## src/hdl/ptc_pkg.sv

```systemverilog
package ptc_pkg;

	// raw conversion width and the bits of it that carry data
	localparam int RAW_W    = 24;
	localparam int ADC_BITS = 24;
	localparam logic [RAW_W-1:0] RAW_MASK = RAW_W'((64'd1 << ADC_BITS) - 64'd1);

	// configuration port
	localparam int CFG_IDX_W  = 3;
	localparam int CFG_DATA_W = 64;
	localparam logic [CFG_IDX_W-1:0] REG_COEF_LOW  = 3'd0;
	localparam logic [CFG_IDX_W-1:0] REG_COEF_HIGH = 3'd1;
	localparam logic [CFG_IDX_W-1:0] REG_COEF_NINE = 3'd2;
	localparam logic [CFG_IDX_W-1:0] REG_EMA_ALPHA = 3'd3;
	localparam logic [CFG_IDX_W-1:0] REG_TEMP_SKIP = 3'd4;

	// register fields
	localparam int COEF_W  = 16;
	localparam int GROUP_W = 64;
	localparam int ALPHA_W = 17;
	localparam logic [ALPHA_W-1:0] ALPHA_ONE = ALPHA_W'(65536);
	localparam int SKIP_W  = 8;
	localparam logic [SKIP_W-1:0] SKIP_MAX = {SKIP_W{1'b1}};
	localparam logic [SKIP_W-1:0] SKIP_MIN = SKIP_W'(1);

	// result fields
	localparam int PRESS_W = 32;
	localparam int TEMP_W  = 24;

	// multiply-accumulate unit
	localparam int OP_W   = 25;
	localparam int PROD_W = 2 * OP_W;
	localparam int ACC_W  = 76;
	localparam int LO_W   = 24;

	// intermediate values
	localparam int T24_W  = 37;  // temperature, 24 fractional bits
	localparam int SQ_W   = 46;  // squared temperature
	localparam int CORR_W = 42;  // second-order offset and sensitivity terms
	localparam int OS_W   = 46;  // offset and sensitivity
	localparam int PW_W   = ACC_W - 40;  // pressure before saturation

	// product alignment
	localparam logic [1:0] SH_0  = 2'd0;
	localparam logic [1:0] SH_24 = 2'd1;
	localparam logic [1:0] SH_48 = 2'd2;

	typedef struct packed {
		logic       en;
		logic       clr;
		logic       neg;
		logic       direct;
		logic [1:0] sh;
	} mac_ctl_t;

	typedef struct packed {
		logic busy;
		logic done;
	} core_stat_t;

	// unsigned low part as a signed operand
	function automatic logic signed [OP_W-1:0] op_u(input logic [LO_W-1:0] v);
		return $signed({1'b0, v});
	endfunction

	// clamp to the signed pressure range
	function automatic logic signed [PRESS_W-1:0] sat_press(input logic signed [PW_W-1:0] v);
		logic signed [PRESS_W-1:0] r;
		if ((&v[PW_W-1:PRESS_W-1]) || !(|v[PW_W-1:PRESS_W-1])) begin
			r = v[PRESS_W-1:0];
		end else if (v[PW_W-1]) begin
			r = {1'b1, {(PRESS_W-1){1'b0}}};
		end else begin
			r = {1'b0, {(PRESS_W-1){1'b1}}};
		end
		return r;
	endfunction

endpackage

```

## src/hdl/ptc_mac.sv

```systemverilog
module ptc_mac (
	input  logic                               clk,
	input  ptc_pkg::mac_ctl_t                  ctl,
	input  logic signed [ptc_pkg::OP_W-1:0]    a,
	input  logic signed [ptc_pkg::OP_W-1:0]    b,
	input  logic signed [ptc_pkg::ACC_W-1:0]   dterm,
	output logic signed [ptc_pkg::ACC_W-1:0]   acc_next
);
	import ptc_pkg::*;

	logic signed [PROD_W-1:0] prod;
	logic signed [ACC_W-1:0]  prod_x;
	logic signed [ACC_W-1:0]  shifted;
	logic signed [ACC_W-1:0]  term;
	logic signed [ACC_W-1:0]  base;
	logic signed [ACC_W-1:0]  acc_q;

	// shared multiplier
	assign prod   = a * b;
	assign prod_x = ACC_W'(prod);

	// align product, pick term, add or subtract
	always_comb begin
		case (ctl.sh)
			SH_24:   shifted = prod_x <<< LO_W;
			SH_48:   shifted = prod_x <<< (2 * LO_W);
			default: shifted = prod_x;
		endcase
		term     = ctl.direct ? dterm : shifted;
		base     = ctl.clr ? '0 : acc_q;
		acc_next = base + (ctl.neg ? ~term : term) + $signed({{(ACC_W-1){1'b0}}, ctl.neg});
	end

	// accumulator
	always_ff @(posedge clk) begin
		if (ctl.en) begin
			acc_q <= acc_next;
		end
	end

endmodule

```

## src/hdl/ptc_core.sv

```systemverilog
module ptc_core (
	input  logic                                 clk,
	input  logic                                 arst_n,
	input  logic                                 start,
	input  logic [ptc_pkg::RAW_W-1:0]            d1,
	input  logic [ptc_pkg::RAW_W-1:0]            d2,
	input  logic                                 pass,
	input  logic [ptc_pkg::GROUP_W-1:0]          coef_low,
	input  logic [ptc_pkg::GROUP_W-1:0]          coef_high,
	input  logic [ptc_pkg::COEF_W-1:0]           coef_nine,
	input  logic [ptc_pkg::ALPHA_W-1:0]          alpha,
	input  logic signed [ptc_pkg::PRESS_W-1:0]   avg,
	input  logic                                 ack,
	output ptc_pkg::core_stat_t                  stat,
	output logic signed [ptc_pkg::PRESS_W-1:0]   pressure,
	output logic signed [ptc_pkg::TEMP_W-1:0]    temperature
);
	import ptc_pkg::*;

	localparam int STEP_W = 5;
	localparam logic [STEP_W-1:0] ST_IDLE    = 5'd0;
	localparam logic [STEP_W-1:0] ST_TMP_A   = 5'd1;
	localparam logic [STEP_W-1:0] ST_TMP_B   = 5'd2;
	localparam logic [STEP_W-1:0] ST_TMP_C   = 5'd3;
	localparam logic [STEP_W-1:0] ST_SQ_A    = 5'd4;
	localparam logic [STEP_W-1:0] ST_SQ_B    = 5'd5;
	localparam logic [STEP_W-1:0] ST_SQ_C    = 5'd6;
	localparam logic [STEP_W-1:0] ST_SQ_D    = 5'd7;
	localparam logic [STEP_W-1:0] ST_OFF2_A  = 5'd8;
	localparam logic [STEP_W-1:0] ST_OFF2_B  = 5'd9;
	localparam logic [STEP_W-1:0] ST_SENS2_A = 5'd10;
	localparam logic [STEP_W-1:0] ST_SENS2_B = 5'd11;
	localparam logic [STEP_W-1:0] ST_OFF_A   = 5'd12;
	localparam logic [STEP_W-1:0] ST_OFF_B   = 5'd13;
	localparam logic [STEP_W-1:0] ST_OFF_C   = 5'd14;
	localparam logic [STEP_W-1:0] ST_OFF_D   = 5'd15;
	localparam logic [STEP_W-1:0] ST_SENS_A  = 5'd16;
	localparam logic [STEP_W-1:0] ST_SENS_B  = 5'd17;
	localparam logic [STEP_W-1:0] ST_SENS_C  = 5'd18;
	localparam logic [STEP_W-1:0] ST_SENS_D  = 5'd19;
	localparam logic [STEP_W-1:0] ST_P_A     = 5'd20;
	localparam logic [STEP_W-1:0] ST_P_B     = 5'd21;
	localparam logic [STEP_W-1:0] ST_P_C     = 5'd22;
	localparam logic [STEP_W-1:0] ST_SAT     = 5'd23;
	localparam logic [STEP_W-1:0] ST_EMA_A   = 5'd24;
	localparam logic [STEP_W-1:0] ST_EMA_B   = 5'd25;
	localparam logic [STEP_W-1:0] ST_EMA_C   = 5'd26;
	localparam logic [STEP_W-1:0] ST_EMA_D   = 5'd27;
	localparam logic [STEP_W-1:0] ST_DONE    = 5'd28;

	logic [STEP_W-1:0] step_q;

	logic [RAW_W-1:0] d1_q;
	logic [RAW_W-1:0] d2_q;
	logic             pass_q;

	logic signed [T24_W-1:0]   t24_q;
	logic signed [TEMP_W-1:0]  temp_q;
	logic [SQ_W-1:0]           sq_q;
	logic [CORR_W-1:0]         off2_q;
	logic [CORR_W-1:0]         sens2_q;
	logic signed [OS_W-1:0]    off_q;
	logic signed [OS_W-1:0]    sens_q;
	logic signed [PW_W-1:0]    pw_q;
	logic signed [PRESS_W-1:0] p_q;
	logic signed [PRESS_W-1:0] res_q;

	logic [COEF_W-1:0] c1, c2, c3, c4, c5, c6, c7, c8, c9;
	logic [ALPHA_W-1:0] weight_old;

	logic signed [T24_W-LO_W-1:0]   t24_hi;
	logic signed [OS_W-LO_W-1:0]    sens_hi;
	logic signed [PRESS_W-LO_W-1:0] p_hi;
	logic signed [PRESS_W-LO_W-1:0] avg_hi;

	mac_ctl_t                ctl;
	logic signed [OP_W-1:0]  op_a;
	logic signed [OP_W-1:0]  op_b;
	logic signed [ACC_W-1:0] dterm;
	logic signed [ACC_W-1:0] acc_next;

	// coefficient fields
	assign c1 = coef_low[0*COEF_W +: COEF_W];
	assign c2 = coef_low[1*COEF_W +: COEF_W];
	assign c3 = coef_low[2*COEF_W +: COEF_W];
	assign c4 = coef_low[3*COEF_W +: COEF_W];
	assign c5 = coef_high[0*COEF_W +: COEF_W];
	assign c6 = coef_high[1*COEF_W +: COEF_W];
	assign c7 = coef_high[2*COEF_W +: COEF_W];
	assign c8 = coef_high[3*COEF_W +: COEF_W];
	assign c9 = coef_nine;

	assign weight_old = ALPHA_ONE - alpha;

	// signed high digits of split operands
	assign t24_hi  = t24_q[T24_W-1:LO_W];
	assign sens_hi = sens_q[OS_W-1:LO_W];
	assign p_hi    = p_q[PRESS_W-1:LO_W];
	assign avg_hi  = avg[PRESS_W-1:LO_W];

	// operand and operation select per step
	always_comb begin
		ctl   = '0;
		op_a  = '0;
		op_b  = '0;
		dterm = '0;
		case (step_q)
			// temperature with 35 fractional bits
			ST_TMP_A: begin
				ctl  = '{en: 1'b1, clr: 1'b1, neg: 1'b0, direct: 1'b0, sh: SH_0};
				op_a = op_u(LO_W'({c1, 6'b0}));
				op_b = op_u(d2_q);
			end
			ST_TMP_B: begin
				ctl  = '{en: 1'b1, clr: 1'b0, neg: 1'b1, direct: 1'b0, sh: SH_0};
				op_a = op_u(LO_W'(c3));
				op_b = op_u(d1_q);
			end
			ST_TMP_C: begin
				ctl   = '{en: 1'b1, clr: 1'b0, neg: 1'b1, direct: 1'b1, sh: SH_0};
				dterm = ACC_W'(c2) << 29;
			end
			// exact square of the temperature
			ST_SQ_A: begin
				ctl  = '{en: 1'b1, clr: 1'b1, neg: 1'b0, direct: 1'b0, sh: SH_48};
				op_a = OP_W'(t24_hi);
				op_b = OP_W'(t24_hi);
			end
			ST_SQ_B, ST_SQ_C: begin
				ctl  = '{en: 1'b1, clr: 1'b0, neg: 1'b0, direct: 1'b0, sh: SH_24};
				op_a = OP_W'(t24_hi);
				op_b = op_u(t24_q[LO_W-1:0]);
			end
			ST_SQ_D: begin
				ctl  = '{en: 1'b1, clr: 1'b0, neg: 1'b0, direct: 1'b0, sh: SH_0};
				op_a = op_u(t24_q[LO_W-1:0]);
				op_b = op_u(t24_q[LO_W-1:0]);
			end
			// second-order offset term
			ST_OFF2_A: begin
				ctl  = '{en: 1'b1, clr: 1'b1, neg: 1'b0, direct: 1'b0, sh: SH_24};
				op_a = op_u(LO_W'(c4));
				op_b = op_u(LO_W'(sq_q[SQ_W-1:LO_W]));
			end
			ST_OFF2_B: begin
				ctl  = '{en: 1'b1, clr: 1'b0, neg: 1'b0, direct: 1'b0, sh: SH_0};
				op_a = op_u(LO_W'(c4));
				op_b = op_u(sq_q[LO_W-1:0]);
			end
			// second-order sensitivity term
			ST_SENS2_A: begin
				ctl  = '{en: 1'b1, clr: 1'b1, neg: 1'b0, direct: 1'b0, sh: SH_24};
				op_a = op_u(LO_W'(c5));
				op_b = op_u(LO_W'(sq_q[SQ_W-1:LO_W]));
			end
			ST_SENS2_B: begin
				ctl  = '{en: 1'b1, clr: 1'b0, neg: 1'b0, direct: 1'b0, sh: SH_0};
				op_a = op_u(LO_W'(c5));
				op_b = op_u(sq_q[LO_W-1:0]);
			end
			// offset, kept 9 bits finer until the last step
			ST_OFF_A: begin
				ctl  = '{en: 1'b1, clr: 1'b1, neg: 1'b0, direct: 1'b0, sh: SH_24};
				op_a = op_u(LO_W'(c7));
				op_b = OP_W'(t24_hi);
			end
			ST_OFF_B: begin
				ctl  = '{en: 1'b1, clr: 1'b0, neg: 1'b0, direct: 1'b0, sh: SH_0};
				op_a = op_u(LO_W'(c7));
				op_b = op_u(t24_q[LO_W-1:0]);
			end
			ST_OFF_C: begin
				ctl   = '{en: 1'b1, clr: 1'b0, neg: 1'b0, direct: 1'b1, sh: SH_0};
				dterm = ACC_W'(c6) << 33;
			end
			ST_OFF_D: begin
				ctl   = '{en: 1'b1, clr: 1'b0, neg: 1'b1, direct: 1'b1, sh: SH_0};
				dterm = ACC_W'(off2_q) << 9;
			end
			// sensitivity, same form
			ST_SENS_A: begin
				ctl  = '{en: 1'b1, clr: 1'b1, neg: 1'b0, direct: 1'b0, sh: SH_24};
				op_a = op_u(LO_W'(c9));
				op_b = OP_W'(t24_hi);
			end
			ST_SENS_B: begin
				ctl  = '{en: 1'b1, clr: 1'b0, neg: 1'b0, direct: 1'b0, sh: SH_0};
				op_a = op_u(LO_W'(c9));
				op_b = op_u(t24_q[LO_W-1:0]);
			end
			ST_SENS_C: begin
				ctl   = '{en: 1'b1, clr: 1'b0, neg: 1'b0, direct: 1'b1, sh: SH_0};
				dterm = ACC_W'(c8) << 33;
			end
			ST_SENS_D: begin
				ctl   = '{en: 1'b1, clr: 1'b0, neg: 1'b1, direct: 1'b1, sh: SH_0};
				dterm = ACC_W'(sens2_q) << 9;
			end
			// pressure: d1 * sens - off * 2^22, then 40 bits down
			ST_P_A: begin
				ctl  = '{en: 1'b1, clr: 1'b1, neg: 1'b0, direct: 1'b0, sh: SH_24};
				op_a = op_u(d1_q);
				op_b = OP_W'(sens_hi);
			end
			ST_P_B: begin
				ctl  = '{en: 1'b1, clr: 1'b0, neg: 1'b0, direct: 1'b0, sh: SH_0};
				op_a = op_u(d1_q);
				op_b = op_u(sens_q[LO_W-1:0]);
			end
			ST_P_C: begin
				ctl   = '{en: 1'b1, clr: 1'b0, neg: 1'b1, direct: 1'b1, sh: SH_0};
				dterm = ACC_W'(off_q) <<< 22;
			end
			// moving average
			ST_EMA_A: begin
				ctl  = '{en: 1'b1, clr: 1'b1, neg: 1'b0, direct: 1'b0, sh: SH_24};
				op_a = op_u(LO_W'(alpha));
				op_b = OP_W'(p_hi);
			end
			ST_EMA_B: begin
				ctl  = '{en: 1'b1, clr: 1'b0, neg: 1'b0, direct: 1'b0, sh: SH_0};
				op_a = op_u(LO_W'(alpha));
				op_b = op_u(p_q[LO_W-1:0]);
			end
			ST_EMA_C: begin
				ctl  = '{en: 1'b1, clr: 1'b0, neg: 1'b0, direct: 1'b0, sh: SH_24};
				op_a = op_u(LO_W'(weight_old));
				op_b = OP_W'(avg_hi);
			end
			ST_EMA_D: begin
				ctl  = '{en: 1'b1, clr: 1'b0, neg: 1'b0, direct: 1'b0, sh: SH_0};
				op_a = op_u(LO_W'(weight_old));
				op_b = op_u(avg[LO_W-1:0]);
			end
			default: begin
				ctl = '0;
			end
		endcase
	end

	ptc_mac u_mac (
		.clk      (clk),
		.ctl      (ctl),
		.a        (op_a),
		.b        (op_b),
		.dterm    (dterm),
		.acc_next (acc_next)
	);

	// sequencer
	always_ff @(posedge clk or negedge arst_n) begin
		if (!arst_n) begin
			step_q <= ST_IDLE;
		end else begin
			case (step_q)
				ST_IDLE: begin
					if (start) begin
						step_q <= ST_TMP_A;
					end
				end
				ST_SAT: begin
					step_q <= pass_q ? ST_DONE : ST_EMA_A;
				end
				ST_EMA_D: begin
					step_q <= ST_DONE;
				end
				ST_DONE: begin
					if (ack) begin
						step_q <= ST_IDLE;
					end
				end
				default: begin
					// arithmetic steps run in code order
					step_q <= (step_q < ST_DONE) ? step_q + 1'b1 : ST_IDLE;
				end
			endcase
		end
	end

	// operand capture and intermediate results
	always_ff @(posedge clk) begin
		if (step_q == ST_IDLE && start) begin
			d1_q   <= d1;
			d2_q   <= d2;
			pass_q <= pass;
		end
		case (step_q)
			ST_TMP_C: begin
				t24_q  <= acc_next[47:11];
				temp_q <= acc_next[48:25];
			end
			ST_SQ_D:    sq_q    <= acc_next[69:24];
			ST_OFF2_B:  off2_q  <= acc_next[61:20];
			ST_SENS2_B: sens2_q <= acc_next[61:20];
			ST_OFF_D:   off_q   <= acc_next[54:9];
			ST_SENS_D:  sens_q  <= acc_next[54:9];
			ST_P_C:     pw_q    <= acc_next[ACC_W-1:40];
			ST_SAT: begin
				p_q <= sat_press(pw_q);
				if (pass_q) begin
					res_q <= sat_press(pw_q);
				end
			end
			ST_EMA_D:   res_q   <= acc_next[47:16];
			default: begin
			end
		endcase
	end

	assign stat.busy   = (step_q != ST_IDLE);
	assign stat.done   = (step_q == ST_DONE);
	assign pressure    = res_q;
	assign temperature = temp_q;

endmodule

```

## config.mk

```make
export PLATFORM = sky130hd
export DESIGN_NAME = ptc_core
export DESIGN_NICKNAME = d
export VERILOG_FILES = /design/src/hdl/ptc_pkg.sv /design/src/hdl/ptc_mac.sv /design/src/hdl/ptc_core.sv
export SDC_FILE = /design/constraint.sdc
export NUM_CORES = 2
export LEC_CHECK = 0
export BUFFER_PORTS_ARGS = -buffer_cell sky130_fd_sc_hd__buf_2
export CORE_MARGIN = 4
export CORE_UTILIZATION = 45
export CTS_CLUSTER_SIZE = 30
export DETAILED_ROUTE_END_ITERATION = 8
export GPL_ROUTABILITY_DRIVEN = 0
export PLACE_DENSITY = 0.73
export SYNTH_ARGS = -nofsm -noshare
export SYNTH_HDL_FRONTEND = slang
export SYNTH_HIERARCHICAL = 1
export SYNTH_SLANG_ARGS = --single-unit
export TNS_END_PERCENT = 30
```

## constraint.sdc

```tcl
create_clock -name clk -period 15.1 [get_ports clk]
set_input_delay 0 -clock clk [delete_from_list [all_inputs] [get_ports clk]]
set_output_delay 0 -clock clk [all_outputs]
set_load 0.03 [all_outputs]
```

==> report_table.html <==
<table>
<tr><th>Metric</th><th>Value</th></tr>
<tr><th colspan="2">Routing</th></tr>
<tr><td>Avg Vias per Cell</td><td>~6.1</td></tr>
<tr><td>Average wire per standard cell</td><td>~26 µm</td></tr>
<tr><td>First drt pass iteration count</td><td>9</td></tr>
<tr><td>Overall via count from detail_route</td><td>a little over 40k</td></tr>
<tr><td>Remaining design rule violation count</td><td>17</td></tr>
<tr><td>Count of nets left with antenna violations after detail routing</td><td>0</td></tr>
<tr><td>Drt first-iter violations</td><td>just under 7k</td></tr>
<tr><td>Drt total wl</td><td>roughly 180000 µm</td></tr>
<tr><th colspan="2">Floorplanning</th></tr>
<tr><td>Total die area</td><td>approximately 120000 µm²</td></tr>
<tr><td>IO Pins</td><td>between 300 and 400</td></tr>
<tr><td>Initial core utilization</td><td>a little under half</td></tr>
<tr><td>Core region area</td><td>around 110000 µm²</td></tr>
<tr><td>Die outline height</td><td>343 µm</td></tr>
<tr><td>Horizontal extent of the die</td><td>about 340 µm</td></tr>
<tr><td>Floorplan row count</td><td>122</td></tr>
<tr><th colspan="2">STA</th></tr>
<tr><td>Final clock skew</td><td>about 0.045 ns</td></tr>
<tr><td>Final setup violation count</td><td>0</td></tr>
<tr><td>Worst slew margin</td><td>around 17%</td></tr>
<tr><td>Final clock period utilization by the worst path</td><td>a little over nine tenths</td></tr>
<tr><td>Total negative slack</td><td>0 ns</td></tr>
<tr><td>Number of slew-limit violations in the final report</td><td>0</td></tr>
<tr><td>Maximum clock frequency</td><td>0.0687 GHz</td></tr>
<tr><td>Setup repair after global routing missed its margin</td><td>no</td></tr>
<tr><td>Measured slew at the worst slew-check pin</td><td>about 1.2 ns</td></tr>
<tr><td>Final number of hold-violating endpoints</td><td>0</td></tr>
<tr><td>Time the final worst path needs with I/O delays and setup</td><td>between 10 and 15 ns</td></tr>
<tr><td>Worst-case setup margin in the final layout</td><td>0.546 ns</td></tr>
<tr><th colspan="2">GRT</th></tr>
<tr><td>Grt total ovfl</td><td>0</td></tr>
<tr><td>Global Route Usage Sum</td><td>between 20% and 30%</td></tr>
<tr><td>Number of antenna violations at the first check in global routing</td><td>13</td></tr>
<tr><td>Largest net degree at the start of global routing</td><td>77</td></tr>
<tr><td>Vias in the first global route</td><td>between 40k and 50k</td></tr>
<tr><td>First-pass GRT wire length</td><td>261000 µm</td></tr>
<tr><th colspan="2">Place</th></tr>
<tr><td>Number of port buffers</td><td>303</td></tr>
<tr><td>Post-placement setup slack</td><td>roughly 1.3 ns</td></tr>
<tr><td>Placement-stage cell area</td><td>between 50000 and 60000 µm²</td></tr>
<tr><td>Post-DP HPWL</td><td>about 140000 µm</td></tr>
<tr><th colspan="2">Hold path</th></tr>
<tr><td>Number of cells traversed by the worst hold path</td><td>2</td></tr>
<tr><td>Launch instance of the worst min-delay path</td><td>d1[6]</td></tr>
<tr><td>Endpoint, Worst Hold</td><td>d1_q[6]$_DFFE_PP_</td></tr>
<tr><td>Class of the most critical hold timing path</td><td>in2reg</td></tr>
<tr><th colspan="2">Logic synthesis</th></tr>
<tr><td>Count of different cell masters after synthesis</td><td>a little over 100</td></tr>
<tr><td>Number of warnings reported in the yosys synthesis log</td><td>6</td></tr>
<tr><td>Cell area after technology mapping</td><td>between 50000 and 60000 µm²</td></tr>
<tr><td>Synth async-reset ratio</td><td>roughly 1.0%</td></tr>
<tr><td>Top flip-flop cell by instance count after synthesis</td><td>sky130_fd_sc_hd__edfxtp_1</td></tr>
<tr><td>Flip-flop and latch count after synthesis</td><td>490</td></tr>
<tr><td>Synth area leader</td><td>sky130_fd_sc_hd__edfxtp_1</td></tr>
<tr><td>Area fraction of the dominant cell type after synthesis</td><td>28.8%</td></tr>
<tr><td>Post-synthesis sequential area ratio</td><td>about 29%</td></tr>
<tr><td>Syn avg cell area</td><td>about 10 µm²</td></tr>
<tr><td>Area contributors post-synth</td><td>sky130_fd_sc_hd__edfxtp_1, sky130_fd_sc_hd__fa_1, sky130_fd_sc_hd__inv_1</td></tr>
<tr><td>Count of flip-flops with a built-in enable after synthesis</td><td>roughly 490</td></tr>
<tr><td>Synthesized instance count</td><td>4981</td></tr>
<tr><th colspan="2">Cells and area</th></tr>
<tr><td>Area growth, synth to finish</td><td>11.1%</td></tr>
<tr><td>Final core utilization</td><td>roughly half</td></tr>
<tr><td>Final design area excluding fillers</td><td>~56000 µm²</td></tr>
<tr><td>Layout cell share with drive strength beyond 1</td><td>a little under an eighth</td></tr>
<tr><td>Nets</td><td>~6.4k</td></tr>
<tr><th colspan="2">Clock tree</th></tr>
<tr><td>Clk pin slew, worst setup/hold paths</td><td>about 0.070 ns</td></tr>
<tr><td>Number of buffers created by CTS</td><td>48</td></tr>
<tr><td>Clock tree from TritonCTS</td><td>done</td></tr>
<tr><td>Max H-tree Level</td><td>2</td></tr>
<tr><td>CTS max path bufs</td><td>3</td></tr>
<tr><td>Post-CTS setup buffer count</td><td>0</td></tr>
<tr><td>Clk root buf</td><td>sky130_fd_sc_hd__clkbuf_16</td></tr>
<tr><td># clock sinks</td><td>490</td></tr>
<tr><td>Clock insertion delay at the later pin of the skew report</td><td>about 0.64 ns</td></tr>
<tr><th colspan="2">Setup path</th></tr>
<tr><td>Reg2Reg Capture Point</td><td>sq_q[34]$_DFFE_PN_</td></tr>
<tr><td>Crit path max fanout</td><td>18</td></tr>
<tr><td>Worst path bufs/invs</td><td>7</td></tr>
<tr><td>Required time reported for the critical path endpoint</td><td>15.41 ns</td></tr>
<tr><td>Most common cell on crit path</td><td>sky130_fd_sc_hd__fa_1</td></tr>
<tr><td>Slowest library cell on the worst path</td><td>sky130_fd_sc_hd__nand3_1</td></tr>
<tr><td>Worst reg2reg path depth</td><td>42</td></tr>
<tr><td>Worst Path Class, Setup</td><td>reg2reg</td></tr>
<tr><td>Setup crit end kind</td><td>register</td></tr>
<tr><td>Data arrival time of the worst path</td><td>14.87 ns</td></tr>
<tr><td>Highest cell delay on the worst timing path</td><td>between 0.8 and 0.9 ns</td></tr>
<tr><td>Worst setup startpoint</td><td>step_q[2]$_DFFE_PN0P_</td></tr>
<tr><td>Reg2Reg Setup Slack</td><td>between 0.5 and 0.6 ns</td></tr>
<tr><td>Launch instance of the worst register-to-register path</td><td>step_q[2]$_DFFE_PN0P_</td></tr>
<tr><td>Startpoint Class</td><td>register</td></tr>
<tr><td>Kind of cell with the highest combined delay on the critical path</td><td>adder cells</td></tr>
<tr><th colspan="2">Run</th></tr>
<tr><td>Number of max-cap violations</td><td>0</td></tr>
<tr><th colspan="2">Run status</th></tr>
<tr><td>Failing checks</td><td>DRC</td></tr>
<tr><td>Status</td><td>finished with violations</td></tr>
</table>
-- worst max path at each step --
| stage | to | cells past startpoint |
|---|---|---|
| after floorplan | pw_q[32]$_DFFE_PN_ | 47 |
| after global placement | sq_q[34]$_DFFE_PN_ | 43 |
| after detailed placement | sq_q[34]$_DFFE_PN_ | 38 |
| after CTS | pw_q[18]$_DFFE_PN_ | 38 |
| after global routing | u_mac/acc_q[72]$_DFFE_PP_ | 46 |
| final | sq_q[34]$_DFFE_PN_ | 42 |
-- placed cells by master (no fill, tap or decap), types with 15 or more instances in the layout --
cell                            count
sky130_fd_sc_hd__nor3_1            35
sky130_fd_sc_hd__clkbuf_16         48
sky130_fd_sc_hd__a22oi_1          180
sky130_fd_sc_hd__nor2b_1           91
sky130_fd_sc_hd__a211oi_1          17
sky130_fd_sc_hd__nand4_1           30
sky130_fd_sc_hd__o21ai_1           15
sky130_fd_sc_hd__xor2_1            87
sky130_fd_sc_hd__xnor2_1          121
sky130_fd_sc_hd__fa_1             659
sky130_fd_sc_hd__inv_1            745
sky130_fd_sc_hd__buf_2            303
sky130_fd_sc_hd__nor2_1           167
sky130_fd_sc_hd__mux2_2            35
sky130_fd_sc_hd__o21bai_1          17
sky130_fd_sc_hd__a221oi_1          53
sky130_fd_sc_hd__nand3_1           73
sky130_fd_sc_hd__a22o_1            25
sky130_fd_sc_hd__a21o_1            81
sky130_fd_sc_hd__a21oi_1          196
sky130_fd_sc_hd__o21a_1            18
sky130_fd_sc_hd__o211ai_1          18
sky130_fd_sc_hd__nand2b_1          24
sky130_fd_sc_hd__edfxtp_1         485
sky130_fd_sc_hd__buf_4            144
sky130_fd_sc_hd__o21ai_0          112
sky130_fd_sc_hd__and3_1            27
sky130_fd_sc_hd__and2_1           350
sky130_fd_sc_hd__a31oi_1           34
sky130_fd_sc_hd__nand2_1          495
sky130_fd_sc_hd__dlygate4sd3_1     53
sky130_fd_sc_hd__ha_1             222
sky130_fd_sc_hd__a222oi_1          37
sky130_fd_sc_hd__o31ai_1           17
-- synth_stat cells, drive strengths merged (6+ instances only) --
master,number
a211o,7
a211oi,18
a21boi,10
a21o,81
a21oi,197
a221o,14
a221oi,53
a222oi,37
a22o,25
a22oi,180
a31oi,34
a32oi,6
and2,352
and3,28
buf,83
clkbuf,216
edfxtp,485
fa,659
ha,223
inv,745
mux2,35
mux2i,11
nand2,495
nand2b,24
nand3,77
nand3b,8
nand4,30
nor2,178
nor2b,91
nor3,36
nor4,7
o2111ai,7
o211ai,22
o21a,19
o21ai,130
o21bai,18
o22ai,8
o31ai,19
or3,12
xnor2,127
xor2,87
-- worst reg2reg max path, delay by kind of cell (launching register included) --
kind | cells | cell delay [ns]
adder cells (fa/ha/maj) | 9 | 4.36
AO/OA/AOI/OAI | 14 | 3.94
AND/OR/NAND/NOR | 9 | 2.79
buffers and inverters | 7 | 1.30
XOR/XNOR | 3 | 1.07
flip-flops | 1 | 0.79
-- cell families (layout without fill, tap and decap cells) --
kind of cell | Yosys count | after routing | synth area share, %
buf+inv | 1045 | 1332 | 8.09
fa+ha+maj | 883 | 883 | 31.6
xor+xnor | 214 | 214 | 3.72
mux | 46 | 46 | 1.02
compound gates | 935 | 935 | 13.0
other cells | 1 | 16 | 0.00741
flops | 490 | 490 | 29.0
simple gates | 1367 | 1367 | 13.5
-- metal layers --
layer,GRT usage (%),wire (µm),up-vias
met5,0,61,-
met3,10.0,26400,617
met1,39.0,63600,20528
met4,12.4,9400,8
li1,-,-,17171
met2,44.6,76000,3113
-- stage by stage --
stage | hold WS, ns | cells
CTS | 0.0700 | 6763
global placement | -0.177 | 6624
detailed placement | -0.176 | 6624
floorplan | -0.296 | 4989
finish | 0.0860 | 6771
global route | 0.0885 | 6769
-- sequential cells by signal, indices dropped and copies added, names as in the netlist, 32 cells and up --
| signal | flops |
|---|---|
| sq_q | 46 |
| off_q | 46 |
| p_q | 32 |
| u_mac/acc_q | 76 |
| sens_q | 46 |
| sens2_q | 42 |
| t24_q | 36 |
| pressure | 32 |
| pw_q | 36 |
| off2_q | 42 |
-- repair_timing --
item / 4_1_cts / 5_1_grt
hold endpoints to repair: 57 / 0
gates resized for setup: 0 / 1
endpoints found under the setup margin: 0 / 2
hold buffers: 53 / 0
-- final cells by class --
class,instances,area (µm²)
Fill cell,9891,54900
Multi-Input combinational cell,3454,32100
Sequential cell,490,14700
Timing Repair Buffer,500,3130
Inverter,746,2800
Tap cell,1488,1860
Clock buffer,53,1220
Clock inverter,33,438
Antenna cell,7,17.5
Power is not shown: default switching activity piles up to over one toggle a cycle in this logic, so the estimate is an artifact.
